`src/hw/rtl/eat_ram.sv`:
```
// Generic single-write, single-read synchronous RAM with registered read.
// No dependencies.
module eat_ram #(
    parameter int unsigned WIDTH = 8,
    parameter int unsigned DEPTH = 16
) (
    input  logic                                          aclk,
    input  logic                                          we,
    input  logic [((DEPTH > 1) ? $clog2(DEPTH) : 1)-1:0]  waddr,
    input  logic [WIDTH-1:0]                              wdata,
    input  logic [((DEPTH > 1) ? $clog2(DEPTH) : 1)-1:0]  raddr,
    output logic [WIDTH-1:0]                              rdata
);

    logic [WIDTH-1:0] mem_reg [DEPTH];
    logic [WIDTH-1:0] rdata_reg;

    always_ff @(posedge aclk) begin
        if (we) begin
            mem_reg[waddr] <= wdata;
        end
        rdata_reg <= mem_reg[raddr];
    end

    assign rdata = rdata_reg;

endmodule

```
`config.mk`:
```
export PLATFORM = sky130hd
export DESIGN_NAME = eat_ram
export DESIGN_NICKNAME = d
export VERILOG_FILES = /design/src/hw/rtl/eat_ram.sv
export SDC_FILE = /design/constraint.sdc
export NUM_CORES = 1
export LEC_CHECK = 0
export ABC_AREA = 1
export BUFFER_PORTS_ARGS = -buffer_cell sky130_fd_sc_hd__buf_4
export CAP_MARGIN = 20
export CORE_MARGIN = 2
export CORE_UTILIZATION = 65
export DETAILED_ROUTE_END_ITERATION = 16
export PLACE_DENSITY_LB_ADDON = 0.3
export SYNTH_ARGS = -nofsm -noshare
export SYNTH_HDL_FRONTEND = slang
export SYNTH_SLANG_ARGS = --single-unit
```
`constraint.sdc`:
```
create_clock -name aclk -period 3.23 [get_ports aclk]
set_input_delay 0.4845 -clock aclk [delete_from_list [all_inputs] [get_ports aclk]]
set_output_delay 0.4845 -clock aclk [all_outputs]
set_load 0.01 [all_outputs]
```
==> results of run 1 <==
-- cells in the final DEF, fill, tap and decap left out --
cell type | Yosys | routed
edfxtp_1 | 128 | 128
buf_4 | 4 | 26
nand2_1 | 173 | 173
inv_1 | 100 | 100
nand3_1 | 97 | 97
clkinvlp_4 | 0 | 4
inv_6 | 0 | 1
clkbuf_16 | 0 | 16
dfxtp_1 | 8 | 8
nor2_1 | 17 | 17
clkbuf_8 | 0 | 3
clkinv_2 | 0 | 2
buf_12 | 0 | 1
bufinv_16 | 0 | 4
nand3b_1 | 2 | 2
inv_2 | 2 | 2
clkinv_1 | 0 | 1
clkbuf_1 | 0 | 1
-- worst max-delay path by stage --
stage / endpoint / cells past startpoint / from
3_5_place_dp: rdata[6] / 7 / raddr[0]
4_1_cts: rdata[3] / 8 / raddr[0]
5_1_grt: rdata[0] / 1 / rdata[0]
2_1_floorplan: mem_reg[10][0] / 2 / waddr[2]
6_report: rdata[0] / 1 / rdata[0]
3_3_place_gp: rdata[7] / 7 / raddr[0]
-- layout make-up --
type | count | area share [%]
Sequential cell | 136 | 61.0
Multi-Input combinational cell | 289 | 18.5
Clock buffer | 20 | 6.78
Inverter | 102 | 5.83
Timing Repair Buffer | 27 | 3.28
Clock inverter | 12 | 2.63
Tap cell | 108 | 2.06
-- logic make-up (layout without fill, tap and decap cells) --
group	count (synthesis)	in the layout	synth area share [%]
buf+inv	126	161	9.52
flops	136	136	69.4
simple gates	289	289	21.0
-- layer usage --
layer	share of wire, %	wire, µm	track usage, %
met5	0	0	0
met4	2.8	346	11.7
met3	8.8	1110	5.51
met2	49	6110	42.4
met1	40	5010	38.3
-- Yosys cell counts --
master / instances / share of area (%)
edfxtp_1: 128 / 67
buf_4: 4 / 0.52
nand2_1: 173 / 11
nor2_1: 17 / 1.1
inv_1: 100 / 6.5
inv_2: 2 / 0.13
buf_6: 6 / 1.2
buf_2: 13 / 1.1
buf_1: 1 / 0.065
dfxtp_1: 8 / 2.8
nand3_1: 97 / 8.4
nand3b_1: 2 / 0.26
-- power by group --
group	internal (mW)	switching (mW)	leakage [nW]
combinational	0.0759	0.172	1.33
clock	1.29	0.701	0.291
sequential	1.97	0.0141	1.22
total	3.34	0.887	2.84
==> run summary, run 1 <==
crit path DAT: 1.03 ns
Worst-Skew Late Latency: 0.52 ns
first-pass GRT wire length: 19.5 mm
hpwl dp: 7.03 mm
cell area after synthesis: 5770 µm²
status: finished, final reports clean
f_max: 661 MHz
Yosys Warn Count: 0
clock root buffer: clkbuf_8
Die Width: 98.2 µm
vias in the first global route: 3668
post-layout instance area: 6570 µm²
worst-case reg-to-reg path depth: 6
Unique masters post-synth: 12
Worst Max-Slew Pin Slew: 0.885 ns
Final Net Count: 591
vias per std cell: 5.63
Worst path slowest cell: dfxtp_1
deepest clock path buffer count: 2
cts bufs inserted: 17
CTS tree: built
final setup fails: 0
Yosys reg bits: 136
Iter 0 DRT Violations: 595
Worst Path Buf+Inv: 1
crit path max fanout: 1
Period minus WS final: 1.51 ns
clk_skew: 0.00311 ns
Hold-fix buffers, CTS: 0
register area share after synthesis: 69.4%
WL final: 12.6 mm
Hold Crit Start: raddr[3]
RSZ-0062 raised after global routing: no
Tot Pwr: 4.23 mW
Storage cell area: 4000 µm²
Power Dens Cells: 644 nW/µm²
Antenna Diode Count: 0
H-tree depth: 4
Cell Area, Placed: 5930 µm²
Synth Area per Inst: 10.5 µm²
Hold Crit Depth: 3
syn_nets: 569
DRC viols: 0
Core Util, Final: 75.7%
Placer Congestion: 0.897
share of layout cells above drive strength 1: 10.1%
final setup margin: 1.72 ns
Sink Count: 136
full die area: 9640 µm²
max_cap viols: 0
fillcell total: 544
number of flip-flops in the largest register: 128
largest net degree at the start of global routing: 65
Cell Chain, Critical Path: buf_4
# IOs: 26
Initial Util: 66.5%
Setup TNS: 0 ns
initial antenna violation count: 0
post-route ant nets: 0
GRT Total Usage: 27.3%
std cell rows: 34
Reg2Reg Setup Slack: 2.17 ns
gr ovfl total: 0
worst r2r dst: rdata[7]
Final Hold Viols: 0
CORE AREA: 8680 µm²
WHS: 0.289 ns
Hold Crit Class: in2reg
# resized after CTS: 0
Area growth syn-to-layout: 13.9%
Clock transition at path regs: 0.06 ns
area of the multi-input gates: 1210 µm²
CP Data Required Time: 2.75 ns
placed insts: 661
Setup Fix Bufs, Post-CTS: 0
PortBufs: 25
Reg-to-Reg Start: mem_reg[3][7]
Syn Inst Count: 551
DP Worst Slack: 1.13 ns
cell family with most CP delay: flip-flops
Max-slew headroom: 40.8%
fin crit share: 46.8%
die height: 98.2 µm
WL per Instance: 18.1 µm
critical path class: reg2out
crit end category: output port
Leak: 2.84 nW
Worst setup SP type: flip-flop
Post-Layout Cell Count: 694
DR vias: 3908
CP peak stage delay: 0.37 ns
WHS Endpoint: rdata[4]
count of pins over their slew limit: 0
Peak VDD IR: 0.416 mV
First-pass DRT Iterations: 6
Power figures use the tool's default switching activity.
==> run 2, diff against run 1 <==
Settings changed: ABC_AREA 1 to 0, CORE_UTILIZATION 65 to 60.
Clock period 3.23 ns to 1.48 ns, I/O delays scaled along.
==> run 2 against run 1 <==
Net effect:
- hold slack got worse by 0.26 ns
- setup slack got worse by 1.6 ns
- count of clock-buffer cells in the layout fell by 3
- sequential power rose by 120%
- global-route usage fell by 3.2 points
- combinational power rose by 83%
- critical endpoint is now rdata[2]
- critical path type is now reg2reg
- sequential share of layout area rose by 3.1 points
- power rose by 110%
- critical path depth rose by 2
- clock skew rose by 0.0026 ns
- final cell count fell by 41%
- final area fell by 4.9%
==> run summary, run 2 <==
status: finished, final reports clean
DR vias: 2559 (-35%)
first-pass GRT wire length: 16.1 mm (-17%)
clock root buffer: clkbuf_8
First-pass DRT Iterations: 4 (-2)
final setup margin: 0.100 ns (-1.62 ns)
die height: 96.6 µm (-1.6%)
count leader, synth: edfxtp_1
H-tree depth: 4 (unchanged)
cts bufs inserted: 17 (unchanged)
RSZ-0062 raised after global routing: no
std cell rows: 33 (-2.9%)
GRT Total Usage: 24.0% (-3.2 points)
initial antenna violation count: 0 (unchanged)
share of layout cells above drive strength 1: 34.8% (+25 points)
gr ovfl total: 0 (unchanged)
clk_skew: 0.00573 ns (+0.00262 ns)
Setup Fix Bufs, Post-CTS: 0 (unchanged)
fin crit share: 93.2%
Synth top area share: 74.7% (+8.0 points)
Placer Congestion: 0.794 (-12%)
Core Util, Final: 75.7% (about the same)
Syn Inst Count: 229 (-58%)
leading register cell type out of synthesis: edfxtp_1
Yosys reg bits: 136 (unchanged)
max_cap viols: 0 (unchanged)
full die area: 9340 µm² (-3.2%)
Setup TNS: 0 ns (unchanged)
PortBufs: 25 (unchanged)
post-route ant nets: 0 (unchanged)
DP Worst Slack: -0.155 ns (-1.28 ns)
Power Dens Cells: 1450 nW/µm² (+130%)
syn_nets: 247 (-57%)
Worst Max-Slew Pin Slew: 0.704 ns (-0.181 ns)
post-layout instance area: 6250 µm² (-4.9%)
Area growth syn-to-layout: 21.4%
CP Data Required Time: 1.87 ns (-0.88 ns)
Yosys Warn Count: 0 (unchanged)
# IOs: 26 (unchanged)
Final Net Count: 310 (-48%)
Final Hold Viols: 0 (unchanged)
count of pins over their slew limit: 0 (unchanged)
Hold-fix buffers, CTS: 0 (unchanged)
deepest clock path buffer count: 2 (unchanged)
DRC viols: 0 (unchanged)
most frequent cells in the layout: edfxtp_1, buf_4, mux4_2
Unique masters post-synth: 19 (+7)
hpwl dp: 6.31 mm (-10%)
cell area after synthesis: 5150 µm² (-11%)
critical path class: reg2reg
Die Width: 96.6 µm (-1.6%)
# resized after CTS: 0 (unchanged)
crit end category: flip-flop
Hold Crit Class: in2reg
Antenna Diode Count: 0 (unchanged)
crit path DAT: 1.77 ns (+0.74 ns)
number of flip-flops in the largest register: 128 (unchanged)
vias in the first global route: 2667 (-27%)
Max-slew headroom: 53.0% (+12 points)
area leader, netlist: edfxtp_1
Peak VDD IR: 1.06 mV (+160%)
largest net degree at the start of global routing: 17 (-74%)
f_max: 725 MHz
vias per std cell: 6.24 (+11%)
synth cell count leaders: edfxtp_1, mux4_2, a22oi_1, mux4_1, nor2_1
share of flip-flops with an asynchronous set or reset: 0% (unchanged)
final setup fails: 0 (unchanged)
synth top area cells: edfxtp_1, mux4_2, mux4_1, dfxtp_1, a22oi_1
most common cell after layout, fill and taps aside: edfxtp_1
Worst-Skew Late Latency: 0.50 ns (-0.02 ns)
Clock transition at path regs: 0.06 ns (about the same)
CTS tree: built
Iter 0 DRT Violations: 243 (-59%)
Initial Util: 62.3% (-4.1 points)
CORE AREA: 8260 µm² (-4.8%)
Sink Count: 136 (unchanged)
Leak: 2.18 nW (-23%)
Worst setup SP type: flip-flop
register area share after synthesis: 77.8% (+8.4 points)
crit path max fanout: 1 (unchanged)
WL per Instance: 25.5 µm (+40%)
WL final: 10.4 mm (-17%)
Cell Area, Placed: 5640 µm² (-4.9%)
EDFF count, synth: 128 (unchanged)
Period minus WS final: 1.38 ns
Synth Area per Inst: 22.5 µm² (+110%)
## run 2: changes by cell type after synthesis, sizes merged, moves of 4 or more
cell   change
nand2    -164
a22oi     +16
nor3       +4
nand3     -96
buf       -17
mux4      +32
nor2       -4
inv      -102
## run 2: worst max-delay path: stages (launching register included)
cell	delay, ns
edfxtp_1	0.39
mux4_1	0.53
a22oi_1	0.25
nand2_1	0.08
## run 2: where the power goes
group	switching [mW]	internal [mW]
sequential	0.0337	4.31
clock	1.67	2.61
combinational	0.238	0.215
## run 2: through the flow
step | total power, mW | hold slack [ns] | cells
floorplan | 4.64 | 0.321 | 229
global placement | 4.85 | 0.530 | 378
detailed placement | 4.86 | 0.538 | 378
CTS | 9.10 | 0.0125 | 410
global route | 9.32 | 0.0246 | 410
finish | 9.07 | 0.0247 | 410
## run 2: cells by family (layout without fill, tap and decap cells)
logic type | count (synthesis) | after routing | share of synthesized area (%)
DFF | 136 | 136 | 77.8
and+or+nand+nor | 35 | 35 | 3.18
muxes | 32 | 32 | 15.0
AOI/OAI and AO/OA | 16 | 16 | 2.33
buffers and inverters | 10 | 86 | 1.68
## run 2: metal layers
layer	vias up	routed length (µm)	share of wire, %	global-route usage, %
li1	1103	-	-	-
met1	1305	4360	42	33.3
met2	128	5110	49	36.4
met3	23	753	7.2	7.15
met4	0	212	2.0	10.3
met5	-	0	0	0
## run 2: area by class of cell
type / count / area, µm²
clock buffer: 17 / 414
tap: 105 / 131
clock inverter: 15 / 194
multi-input combinational: 83 / 1060
timing repair buffer: 54 / 443
sequential: 136 / 4000
fill: 430 / 2010
## run 2: path summary, 6_finish.rpt
kind	from	to	slack (ns)	cells after the start
worst min register to register	mem_reg[7][3]	rdata[3]	0.70	3
worst min-delay path	wdata[2]	mem_reg[0][2]	0.02	1
worst max-delay path	mem_reg[10][2]	rdata[2]	0.10	3
worst max register to register	mem_reg[10][2]	rdata[2]	0.10	3
==> run 3, diff against run 2 <==
Settings changed: CORE_ASPECT_RATIO set to 1.1.
==> run 3 against run 2 <==
Net effect:
- sequential power hardly changed
- via count is 1.9% lower
- final cell count is 1.5% higher
- clock power hardly changed
- hold slack worse by 0.013 ns
- routed wire length is 2.5% lower
- count of clock-buffer cells in the layout is 3 higher
- global-route usage hardly changed
- setup slack worse by 0.058 ns
- core utilization is 0.77 points lower
- critical path depth stayed put
- first-iteration DRC count is 19% higher
- critical path type unchanged
- largest cell class unchanged
==> run summary, run 3 (synthesized netlist as in run 2, its figures left out) <==
status: finished, final reports clean
switching power summed over all nets: 1.76 mW (-9.4%)
Hold Crit Start: wdata[1]
worst-case reg-to-reg path depth: 3 (unchanged)
max_cap viols: 0 (unchanged)
fin crit share: 97.2% (+3.9 points)
die height: 101 µm (+4.7%)
Worst Max-Slew Pin Slew: 0.794 ns (+0.0895 ns)
PortBufs: 25 (unchanged)
fillcell total: 456 (+6.0%)
Reg-to-Reg Start: mem_reg[1][0]
Area growth syn-to-layout: 21.7%
area of the multi-input gates: 1070 µm² (+0.47%)
deepest clock path buffer count: 2 (unchanged)
number of flip-flops in the largest register: 128 (unchanged)
vias per std cell: 6.04 (-3.3%)
Peak VDD IR: 0.930 mV (-12%)
final setup fails: 0 (unchanged)
largest net degree at the start of global routing: 19 (+2)
WHS: 0.0120 ns (-0.0127 ns)
critical path class: reg2reg
Core Util, Final: 74.9% (-0.77 points)
full die area: 9340 µm² (about the same)
Worst setup SP type: flip-flop
Clock Power Share: 47.1% (about the same)
GRT Total Usage: 24.0% (-0.048 points)
Power Dens Cells: 1450 nW/µm² (-0.41%)
crit path max fanout: 1 (unchanged)
DP Worst Slack: -0.121 ns (+0.0335 ns)
WHS Endpoint: mem_reg[7][1]
Sink Count: 136 (unchanged)
clock root buffer: clkbuf_8
Hold Crit Class: in2reg
Placer Congestion: 0.799 (+0.69%)
Reg2Reg Setup Slack: 0.04 ns (-0.06 ns)
Storage cell area: 4000 µm² (unchanged)
Period minus WS final: 1.44 ns (+0.0580 ns)
Max-slew headroom: 46.9% (-6.1 points)
vias in the first global route: 2509 (-5.9%)
DR vias: 2511 (-1.9%)
Leak: 2.18 nW (-0.17%)
Internal Power: 7.30 mW (+2.4%)
final setup margin: 0.0421 ns (-0.0580 ns)
Switching Share: 19.4% (-2.0 points)
RSZ-0062 raised after global routing: no
CP Data Required Time: 1.87 ns (about the same)
f_max: 695 MHz (-4.0%)
Final Net Count: 310 (unchanged)
share of layout cells above drive strength 1: 34.4% (-0.33 points)
Clock transition at path regs: 0.06 ns (about the same)
Tot Pwr: 9.06 mW (-0.15%)
cts bufs inserted: 17 (unchanged)
Setup Fix Bufs, Post-CTS: 0 (unchanged)
hpwl dp: 6.15 mm (-2.5%)
Antenna Diode Count: 0 (unchanged)
Setup TNS: 0 ns (unchanged)
Logic pwr share: 5.0% (about the same)
DRC viols: 0 (unchanged)
WL per Instance: 24.5 µm (-3.9%)
most common cell after layout, fill and taps aside: edfxtp_1
most frequent cells in the layout: edfxtp_1, buf_4, mux4_2
CTS tree: built
gr ovfl total: 0 (unchanged)
clk_skew: 0.00700 ns (+0.00127 ns)
Sequential Power Share: 47.9% (about the same)
count of pins over their slew limit: 0 (unchanged)
worst r2r dst: rdata[0]
Final Hold Viols: 0 (unchanged)
WL final: 10.2 mm (-2.5%)
First-pass DRT Iterations: 5 (+1)
crit end category: flip-flop
Hold Crit Depth: 1 (unchanged)
CORE AREA: 8360 µm² (+1.3%)
# IOs: 26 (unchanged)
Iter 0 DRT Violations: 290 (+19%)
H-tree depth: 4 (unchanged)
Worst-Skew Late Latency: 0.51 ns (about the same)
post-route ant nets: 0 (unchanged)
first-pass GRT wire length: 15.2 mm (-5.6%)
initial antenna violation count: 0 (unchanged)
std cell rows: 35 (+6.1%)
crit path DAT: 1.83 ns (+0.06 ns)
Initial Util: 61.5% (-0.79 points)
Die Width: 92.3 µm (-4.5%)
-- run 3: power by group through the flow --
stage / registers [mW] / logic, mW / clock network (mW)
floorplan: 4.42 / 0.219 / 0
global placement: 4.41 / 0.434 / 0
detailed placement: 4.41 / 0.448 / 0
CTS: 4.34 / 0.458 / 4.30
global route: 4.34 / 0.488 / 4.48
finish: 4.33 / 0.457 / 4.27
-- run 3: how the worst max path moves through the flow --
stage	from	endpoint	slack, ns
floorplan	waddr[2]	mem_reg[3][0]	-0.008
global placement	raddr[0]	rdata[0]	-0.13
detailed placement	raddr[0]	rdata[0]	-0.12
CTS	mem_reg[1][0]	rdata[0]	0.04
global route	mem_reg[0][3]	rdata[3]	0.006
finish	mem_reg[1][0]	rdata[0]	0.04
-- run 3: worst max-delay path: stages, from the launching register on --
cell and delay [ns]:
edfxtp_1 0.40, mux4_1 0.57, a22oi_2 0.26, nand2_1 0.09
-- run 3: cell type report --
cell class	count	share of cell area, %
clock inverter	12	2.82
multi-input combinational	83	17.0
timing repair buffer	54	7.07
tap	111	2.22
sequential	136	63.9
clock buffer	20	6.95
-- run 3: per-layer routing --
| metal | vias to the layer above | wire, µm | share of wire [%] | global-route usage (%) |
|---|---|---|---|---|
| met2 | 102 | 5130 | 50 | 39.1 |
| li1 | 1102 | - | - | - |
| met1 | 1288 | 4210 | 41 | 32.9 |
| met5 | - | 0 | 0 | 0 |
| met3 | 19 | 596 | 5.9 | 4.54 |
| met4 | 0 | 237 | 2.3 | 10.1 |
-- run 3: stage by stage --
step / instance area, µm² / std cells
4_1_cts: 6260 / 416
3_3_place_gp: 5650 / 384
5_1_grt: 6260 / 416
3_5_place_dp: 5650 / 384
6_report: 6260 / 416
2_1_floorplan: 5150 / 229
-- run 3: timing repair --
item | CTS | global route
gates resized for setup | 1 | 0
hold buffers | 0 | 0
setup endpoints to repair | 1 | 0
