`config.mk`:
```
export PLATFORM = sky130hd
export DESIGN_NAME = eat_rnd
export DESIGN_NICKNAME = d
export VERILOG_FILES = /design/src/hw/rtl/eat_pkg.sv /design/src/hw/rtl/eat_rnd.sv
export SDC_FILE = /design/constraint.sdc
export NUM_CORES = 1
export LEC_CHECK = 0
export ABC_AREA = 1
export BUFFER_PORTS_ARGS = -buffer_cell sky130_fd_sc_hd__clkbuf_2
export CORE_ASPECT_RATIO = 2
export CORE_MARGIN = 1.5
export CORE_UTILIZATION = 46
export CTS_CLUSTER_SIZE = 28
export DETAILED_ROUTE_END_ITERATION = 10
export GPL_TIMING_DRIVEN = 0
export MAX_ROUTING_LAYER = met4
export PLACE_DENSITY = 0.67
export SYNTH_ARGS = -nofsm -noshare
export SYNTH_HDL_FRONTEND = slang
export SYNTH_SLANG_ARGS = --single-unit
```
`constraint.sdc`:
```
create_clock -name aclk -period 3.7 [get_ports aclk]
set_input_delay 0.555 -clock aclk [delete_from_list [all_inputs] [get_ports aclk]]
set_output_delay 0.555 -clock aclk [all_outputs]
set_load 0.02 [all_outputs]
```
`src/hw/rtl/eat_pkg.sv`:
```
// Extent allocation table: shared types, constants and codes.
// No dependencies; used by the top level and the round-up unit.
package eat_pkg;

    localparam int unsigned MAX_ENTRIES = 1024;
    localparam int unsigned IDX_W       = (MAX_ENTRIES > 1) ? $clog2(MAX_ENTRIES) : 1;
    localparam int unsigned CNT_W       = $clog2(MAX_ENTRIES + 1);
    localparam int unsigned OFF_W       = 48;
    localparam int unsigned BS_W        = 32;
    localparam int unsigned RND_W       = OFF_W + 1;   // rounded value may pass 48 bits
    localparam int unsigned SUM_W       = OFF_W + 2;   // start plus rounded size
    localparam int unsigned RND_STEPS   = OFF_W;       // one dividend bit per cycle
    localparam int unsigned RND_CNT_W   = $clog2(RND_STEPS + 1);
    localparam int unsigned CFG_IDX_W   = 2;

    localparam logic [BS_W-1:0] BLOCK_SIZE_RESET = BS_W'(128 * 1024);

    // Configuration register indexes
    localparam logic [CFG_IDX_W-1:0] REG_BLOCK_SIZE = 2'd0;
    localparam logic [CFG_IDX_W-1:0] REG_MIN_OFFSET = 2'd1;
    localparam logic [CFG_IDX_W-1:0] REG_MAX_OFFSET = 2'd2;

    typedef enum logic [1:0] {
        ACT_ALLOC   = 2'd0,
        ACT_FREE    = 2'd1,
        ACT_FIND    = 2'd2,
        ACT_REALLOC = 2'd3
    } eat_action_t;

    typedef enum logic [1:0] {
        STAT_OK        = 2'd0,
        STAT_NO_SPACE  = 2'd1,
        STAT_NOT_FOUND = 2'd2
    } eat_status_t;

    typedef struct packed {
        eat_action_t        action;
        logic [OFF_W-1:0]   size;
        logic [OFF_W-1:0]   offset;
    } eat_in_t;

    typedef struct packed {
        eat_status_t        status;
        logic [OFF_W-1:0]   result_offset;
        logic [OFF_W-1:0]   reserved_size;
        logic               copy_needed;
        logic [OFF_W-1:0]   copy_from;
        logic [OFF_W-1:0]   copy_size;
    } eat_out_t;

    // One table entry as stored in memory
    typedef struct packed {
        logic [OFF_W-1:0]   start;
        logic [OFF_W-1:0]   reserved;
        logic               deleted;
    } eat_entry_t;

    // Rounding unit request and response
    typedef struct packed {
        logic               go;
        logic [OFF_W-1:0]   value;
    } eat_rnd_req_t;

    typedef struct packed {
        logic               done;
        logic [RND_W-1:0]   value;
    } eat_rnd_rsp_t;

    typedef enum logic [3:0] {
        S_IDLE,
        S_FIND,
        S_RS_GO,
        S_RS_WAIT,
        S_PLACE,
        S_RM_GO,
        S_RM_WAIT,
        S_CHECK,
        S_WR_NEW,
        S_WR_OLD,
        S_DONE
    } eat_state_t;

endpackage

```
`src/hw/rtl/eat_rnd.sv`:
```
// Round-up unit: value rounded up to a multiple of the block size.
// Bit-serial restoring remainder, one bit per cycle. Depends on eat_pkg.
module eat_rnd (
    input  logic                          aclk,
    input  logic                          aresetn,
    input  logic [eat_pkg::BS_W-1:0]      gran_size,
    input  eat_pkg::eat_rnd_req_t         req,
    output eat_pkg::eat_rnd_rsp_t         rsp
);

    logic                               busy_reg;
    logic [eat_pkg::RND_CNT_W-1:0]      cnt_reg;
    logic [eat_pkg::OFF_W-1:0]          v_reg;
    logic [eat_pkg::OFF_W-1:0]          sh_reg;
    logic [eat_pkg::BS_W-1:0]           rem_reg;
    logic [eat_pkg::BS_W-1:0]           bs_reg;
    logic [eat_pkg::BS_W:0]             rem_sh;
    logic [eat_pkg::BS_W-1:0]           rem_next;
    logic [eat_pkg::BS_W-1:0]           pad;

    // One remainder step
    always_comb begin
        rem_sh = {rem_reg, sh_reg[eat_pkg::OFF_W-1]};
        if (rem_sh >= {1'b0, bs_reg}) begin
            rem_next = eat_pkg::BS_W'(rem_sh - {1'b0, bs_reg});
        end else begin
            rem_next = rem_sh[eat_pkg::BS_W-1:0];
        end
    end

    // Control
    always_ff @(posedge aclk) begin
        if (!aresetn) begin
            busy_reg <= 1'b0;
            cnt_reg  <= '0;
        end else if (req.go) begin
            busy_reg <= 1'b1;
            cnt_reg  <= eat_pkg::RND_CNT_W'(eat_pkg::RND_STEPS);
        end else if (busy_reg) begin
            if (cnt_reg == '0) begin
                busy_reg <= 1'b0;
            end else begin
                cnt_reg <= cnt_reg - 1'b1;
            end
        end
    end

    // Datapath
    always_ff @(posedge aclk) begin
        if (req.go) begin
            v_reg   <= req.value;
            sh_reg  <= req.value;
            rem_reg <= '0;
            bs_reg  <= (gran_size == '0) ? eat_pkg::BS_W'(1) : gran_size;
        end else if (busy_reg && cnt_reg != '0) begin
            sh_reg  <= {sh_reg[eat_pkg::OFF_W-2:0], 1'b0};
            rem_reg <= rem_next;
        end
    end

    // Result: v plus the distance to the next multiple
    assign pad       = (rem_reg != '0) ? (bs_reg - rem_reg) : '0;
    assign rsp.done  = busy_reg && (cnt_reg == '0);
    assign rsp.value = {1'b0, v_reg} + eat_pkg::RND_W'(pad);

endmodule
```
==> flow_metrics.env, run 1 <==
export IMPL_reg2reg_to="rem_reg[21]$_SDFFE_PP0P_"
export IMPL_syn_area_um2=14200
export IMPL_cp_num_buf_inv=4
export IMPL_grt_total_usage_pct=38.8
export IMPL_mostFrequentLayoutCell="nand2_1"
export IMPL_final_nets=2586
export IMPL_dpl_hpwl_um=48300
export IMPL_reg2reg_depth=13
export IMPL_maxCapViolCount=0
export IMPL_grt_pass1_vias=15700
export IMPL_cts_num_sinks=167
export IMPL_crit_fanout=6
export IMPL_hold_start="req[7]"
export IMPL_final_layout_size_suffix_gt1_share_pct=34.0
export IMPL_vias_per_cell=5.73
export IMPL_syn_avg_cell_area_um2=6.64
export IMPL_wirelength_um=64000
export IMPL_finalCriticalPeriod_ns=4.84
export IMPL_synthCells=2133
export IMPL_clock_latency_ns=0.49
export IMPL_cts_tree="done"
export IMPL_holdCritPathClass="primary input to register"
export IMPL_wl_per_cell_um=23.0
export IMPL_stdcell_count=2787
export IMPL_worstPathCellList="nor4_2, nand4_1, nor2_4, buf_6, buf_6, buf_6, a21oi_1, o21a_1, ha_4, nand2_8, nor2_4, nand4_1, nor2_2, a21oi_1, xnor2_1, buf_4"
export IMPL_cp_startpoint="rem_reg[23]$_SDFFE_PP0P_"
export IMPL_timing_slew_headroom_pct=41.0
export IMPL_power_density_nw_per_um2=321
export IMPL_die_h_um=251
export IMPL_postSynth_asyncResetShare_pct=0
export IMPL_ioPinCount=133
export IMPL_finalSetupTns_ns=-38.17
export IMPL_initial_core_util_pct=46.9
export IMPL_cp_common_cell="buf_6"
export IMPL_clock_path_buffers=2
export IMPL_pre_cts_ws_ns=-1.43
export IMPL_drc=0
export IMPL_yosys_warnings=0
export IMPL_cp_num_cells=16
export IMPL_required_ns=3.14
export IMPL_postCtsHoldBufs=0
export IMPL_failed_checks="negative setup slack"
export IMPL_ys_types=45
export IMPL_setup_viol=46
export IMPL_critPathTopFamily="simple AND/OR/NAND/NOR gates"
export IMPL_gp_congestion=1.09
export IMPL_finalMaxSlewViolations=0
export IMPL_fmax_mhz=207
export IMPL_worstMarginPinSlew_ns=0.877
export IMPL_yosys_area_top_type="edfxtp_1"
export IMPL_outcome="finished, violations left"
export IMPL_synth_top_area_share_pct=27.1
export IMPL_cts_buffers=17
export IMPL_grt_max_degree=58
export IMPL_critPathMaxStageDelay_ns=0.39
export IMPL_coreArea_um2=30200
export IMPL_rows=90
export IMPL_reg2reg_from="bs_reg[20]$_SDFFCE_PN0P_"
export IMPL_final_cell_mix="nand2_1, inv_1, edfxtp_1"
export IMPL_fp_dieW_um=127
export IMPL_antenna_found_initial=2
export IMPL_critPathCaptureType="output port"
export IMPL_path_class="register to output port"
export IMPL_synth_ff_type="edfxtp_1"
export IMPL_grt_met2_usage_pct=71.1
export IMPL_vias=16000
export IMPL_dr_pass1_iters=8
export IMPL_ant_nets=0
export IMPL_path_clk_slew_ns=0.08
export IMPL_final_setup_worst_slack_ns=-1.14
export IMPL_startpoint_type="register"
export IMPL_synth_area_top_cells="edfxtp_1, nand2_1, ha_1, inv_1, nor2_1"
export IMPL_dp_cells=2634
export IMPL_gr_usage_met1_pct=29.6
export IMPL_synth_edf_count=128
export IMPL_grt_pass1_wl_um=87400
export IMPL_root_buffer="clkbuf_16"
export IMPL_syn_nets=2315
export IMPL_top_usage_layer="met2"
export IMPL_critPathCapture="rsp[18]"
export IMPL_drt_iter0_markers=824
export IMPL_ir_drop_uv=389
export IMPL_ys_seq_area_share_pct=32.7
export IMPL_ys_ff_latch=167
export IMPL_met3_usage_pct=6.87
export IMPL_cpMaxStageDelayCell="ha_4"
export IMPL_rsz0062_at_grt="true"
export IMPL_area_growth_synth_to_final_pct=42.4
export IMPL_whs_ns=0.258
export IMPL_skew_ns=0.0175
export IMPL_die_area_um2=31900
export IMPL_io_buffers=132
export IMPL_r2r_slack_ns=0.79
export IMPL_leakage_nw=9.03
export IMPL_fin_area_um2=20200
export IMPL_hold_viol_final=0
export IMPL_min_period_over_period_pct=131
export IMPL_crit_arrival_ns=4.28
export IMPL_place_area_um2=15400
export IMPL_grt_overflow=0
export IMPL_cts_max_level=4
cells in the mapped netlist, types with 3 or more instances:
library cell,n
o21bai_1,12
nand2_1,709
a21oi_1,133
clkbuf_1,45
a21o_1,4
buf_2,7
nand3b_1,4
nor2_1,210
edfxtp_1,128
clkinv_1,5
o21ai_1,15
fa_1,3
nor3_1,18
ha_1,96
buf_6,3
xnor2_1,23
nor2_4,3
and2_1,5
nand4_1,42
nor4_1,27
o21a_1,10
inv_1,305
nand3_2,8
o21ai_0,71
nand2_2,6
a31oi_1,4
nor2_2,5
dfxtp_1,39
xor2_1,30
nand3_1,144
logic make-up (layout without fill, tap and decap cells):
family                     after synthesis  in the layout  synth area share, %
adders and majority gates               99             99                 8.91
DFF                                    167            167                 32.7
xor gates and xnor gates                53             53                 3.28
and+or+nand+nor                       1188           1188                 35.3
other                                    0              2                    0
AOI/OAI and AO/OA                      256            256                 9.70
buffers and inverters                  370            654                 10.2
what timing repair did:
action / CTS / global route
setup endpoints to repair: 48 / 46
gates resized for setup: 447 / 405
pin swaps: 99 / 119
setup buffers: 74 / 45
layout make-up:
cell class,count,area [um2]
clock inverter,14,129
clock buffer,18,429
multi-input combinational,1596,11100
fill,2602,10000
inverter,311,1180
antenna,2,5.00
tap,368,460
timing repair buffer,252,1870
sequential,167,4670
buffer,59,290
power breakdown:
part	internal [W]	switching [W]	total, W	leakage (nW)
combinational	0.000944	0.00147	0.00241	7.16
clock	0.000888	0.000877	0.00176	0.277
sequential	0.00218	0.000111	0.00229	1.60
total	0.00401	0.00245	0.00646	9.03
routing by layer:
| layer | vias to the layer above | wire (um) |
|---|---|---|
| met5 | - | 0 |
| met2 | 716 | 33700 |
| li1 | 7451 | - |
| met1 | 7407 | 18300 |
| met4 | 0 | 8740 |
| met3 | 388 | 3250 |
worst min-delay path by stage:
stage                                          to  cells past startpoint  slack, ns
after floorplan           cnt_reg[5]$_SDFFE_PN0P_                      2       0.44
after global placement    cnt_reg[5]$_SDFFE_PN0P_                      2       0.46
after detailed placement  cnt_reg[5]$_SDFFE_PN0P_                      2       0.47
after CTS                      v_reg[7]$_DFFE_PP_                      1       0.27
after global routing          v_reg[39]$_DFFE_PP_                      1       0.27
final                          v_reg[7]$_DFFE_PP_                      1       0.26
metrics by stage:
stage | utilization [%] | power [W]
detailed placement | 51.2 | 0.00377
floorplan | - | 0.00320
global route | 66.8 | 0.00666
CTS | 60.2 | 0.00588
finish | 66.8 | 0.00646
global placement | 51.1 | 0.00376
Power figures use the tool's default switching activity.
==> run 2, diff against run 1 <==
Settings changed: CORE_ASPECT_RATIO 2 to unset.
==> run 2 against run 1 <==
Effect of this change: the run ends with design-rule violations, negative setup slack left; clock skew increased by 0.016 ns; count of clock-buffer cells in the layout decreased by 1; combinational power increased by 5%.
==> flow_metrics.env, run 2 (synthesized netlist as in run 1, its figures left out) <==
export IMPL_outcome="finished, violations left"
export IMPL_failed_checks="design-rule violations, negative setup slack"
export IMPL_reg2reg_to="rem_reg[9]$_SDFFE_PP0P_"
export IMPL_reg2reg_from="bs_reg[3]$_SDFFCE_PN0P_"
export IMPL_cts_num_sinks=167
export IMPL_finalCriticalPeriod_ns=4.94
export IMPL_seqPwrFrac_pct=34.2
export IMPL_grt_max_degree=66
export IMPL_vias_per_cell=5.87
export IMPL_cp_num_buf_inv=1
export IMPL_whs_ns=0.271
export IMPL_p_int_w=0.00412
export IMPL_postCtsHoldBufs=0
export IMPL_area_growth_synth_to_final_pct=46.4
export IMPL_gp_congestion=1.00
export IMPL_clock_latency_ns=0.48
export IMPL_rows=64
export IMPL_final_setup_worst_slack_ns=-1.24
export IMPL_clock_path_buffers=2
export IMPL_min_period_over_period_pct=134
export IMPL_drc=9
export IMPL_io_buffers=132
export IMPL_critPathTopFamily="simple AND/OR/NAND/NOR gates"
export IMPL_power_density_nw_per_um2=328
export IMPL_antenna_found_initial=0
export IMPL_ant_nets=0
export IMPL_required_ns=3.14
export IMPL_path_clk_slew_ns=0.10
export IMPL_startpoint_type="register"
export IMPL_p_switching_w=0.00267
export IMPL_dpl_hpwl_um=39100
export IMPL_hold_viol_final=0
export IMPL_pre_cts_ws_ns=-1.06
export IMPL_drt_iter0_markers=1996
export IMPL_holdCritPathClass="primary input to register"
export IMPL_grt_total_usage_pct=33.4
export IMPL_r2r_slack_ns=1.04
export IMPL_grt_overflow=0
export IMPL_whs_endpoint="v_reg[43]$_DFFE_PP_"
export IMPL_cp_common_cell="nand2_1"
export IMPL_hold_start="req[43]"
export IMPL_worstPathCellList="ha_4, nand2_1, nand2_1, nand2_1, nand2_1, a21oi_1, nand2_2, o21ai_0, a21oi_1, ha_4, nand2_4, nor2_4, nand2_2, nor4_4, nand3_2, nand3_1, nand2_1, nand2_2, clkbuf_8"
export IMPL_stdcell_count=2810
export IMPL_fmax_mhz=202
export IMPL_fp_dieW_um=178
export IMPL_wirelength_um=59700
export IMPL_vias=16500
export IMPL_cts_tree="done"
export IMPL_skew_ns=0.0337
export IMPL_crit_arrival_ns=4.39
export IMPL_reg2reg_depth=16
export IMPL_rsz0062_at_grt="true"
export IMPL_n_fill_cell=2372
export IMPL_final_cell_mix="nand2_1, inv_1, edfxtp_1"
export IMPL_cpMaxStageDelayCell="edfxtp_1"
export IMPL_maxCapViolCount=0
export IMPL_dp_cells=2663
export IMPL_ir_drop_uv=357
export IMPL_final_layout_size_suffix_gt1_share_pct=35.8
export IMPL_critPathMaxStageDelay_ns=0.49
export IMPL_grt_pass1_wl_um=77900
export IMPL_die_h_um=178
export IMPL_switching_share_pct=39.3
export IMPL_cts_buffers=17
export IMPL_path_class="register to output port"
export IMPL_comb_power_share_pct=37.3
export IMPL_wl_per_cell_um=21.2
export IMPL_finalMaxSlewViolations=0
export IMPL_final_nets=2583
export IMPL_setup_viol=46
export IMPL_worstMarginPinSlew_ns=0.828
export IMPL_mostFrequentLayoutCell="nand2_1"
export IMPL_worstHoldPathCells=1
export IMPL_dr_pass1_iters=11
export IMPL_p_clk_share_pct=28.5
export IMPL_initial_core_util_pct=46.5
export IMPL_insertedDiodeCount=0
export IMPL_ioPinCount=133
export IMPL_timing_slew_headroom_pct=44.3
export IMPL_cts_max_level=4
export IMPL_grt_pass1_vias=14200
export IMPL_coreArea_um2=30400
export IMPL_die_area_um2=31800
export IMPL_crit_fanout=5
export IMPL_leakage_nw=9.22
export IMPL_critPathCaptureType="output port"
export IMPL_root_buffer="clkbuf_16"
==> run 2: cell types whose count changed in the layout (fill, tap and decap cells not counted), moves of 7 or more <==
cell,before,now
nand2_2,62,69
nand2_1,620,601
o21ai_1,34,26
buf_4,118,98
nand2_4,30,37
buf_6,39,47
==> run 2: timing repair <==
action	4_1_cts	5_1_grt
pin swaps	109	179
endpoints found under the setup margin	48	46
gates resized for setup	476	463
setup buffers	65	55
==> run 2: cell type report <==
| cell class | instances | area (um2) | share of cell area, % |
|---|---|---|---|
| plain buffers | 59 | 282 | 1.36 |
| clock buffers | 17 | 425 | 2.05 |
| clock inverters | 15 | 194 | 0.936 |
| inverters | 311 | 1180 | 5.69 |
| multi-input cells | 1596 | 11500 | 55.4 |
| flip-flops and latches | 167 | 4660 | 22.5 |
| well taps | 396 | 495 | 2.39 |
| repair buffers | 249 | 1990 | 9.61 |
==> run 2: worst reg2reg max path: cells and delay by family, from the launching register on <==
kind                       cells  cell delay [ns]
and+or+nand+nor               10             1.18
buffers and inverters          4             0.54
DFF                            1             0.44
adders and majority gates      1             0.26
AOI/OAI and AO/OA              1             0.12
==> run 2: worst max path at each step <==
stage / cells past startpoint / endpoint / start / slack, ns
final: 19 / rsp[35] / bs_reg[6]$_SDFFCE_PN0P_ / -1.24
after global routing: 24 / rsp[43] / rem_reg[10]$_SDFFE_PP0P_ / -1.35
after CTS: 19 / rsp[33] / bs_reg[6]$_SDFFCE_PN0P_ / -0.70
after detailed placement: 17 / rsp[20] / rem_reg[13]$_SDFFE_PP0P_ / -1.06
after global placement: 5 / sh_reg[41]$_DFFE_PP_ / req[48] / -1.86
after floorplan: 25 / rsp[29] / bs_reg[0]$_SDFFCE_PN1P_ / -0.03
==> run 2: through the flow <==
| step | instance area, um2 | power [W] | utilization (%) | setup TNS (ns) |
|---|---|---|---|---|
| 3_3_place_gp | 15400 | 0.00372 | 50.7 | -140.25 |
| 6_report | 20700 | 0.00679 | 68.1 | -41.12 |
| 3_5_place_dp | 15500 | 0.00373 | 50.9 | -35.21 |
| 2_1_floorplan | 14300 | 0.00320 | - | -0.0412 |
| 5_1_grt | 20700 | 0.00698 | 68.1 | -45.85 |
| 4_1_cts | 18500 | 0.00615 | 60.9 | -25.10 |
==> run 2: power by group through the flow <==
stage	combinational, W	clock, W	sequential, W
floorplan	0.000936	0	0.00227
global placement	0.00139	0	0.00233
detailed placement	0.00141	0	0.00233
CTS	0.00191	0.00194	0.00230
global route	0.00265	0.00201	0.00232
finish	0.00253	0.00193	0.00232
==> run 2: per-layer routing <==
layer,up-vias,track usage [%],wire [um]
li1,7436,-,-
met1,7623,47.4,23700
met2,1126,48.9,25600
met3,310,6.05,7090
met4,0,8.61,3300
met5,-,-,0
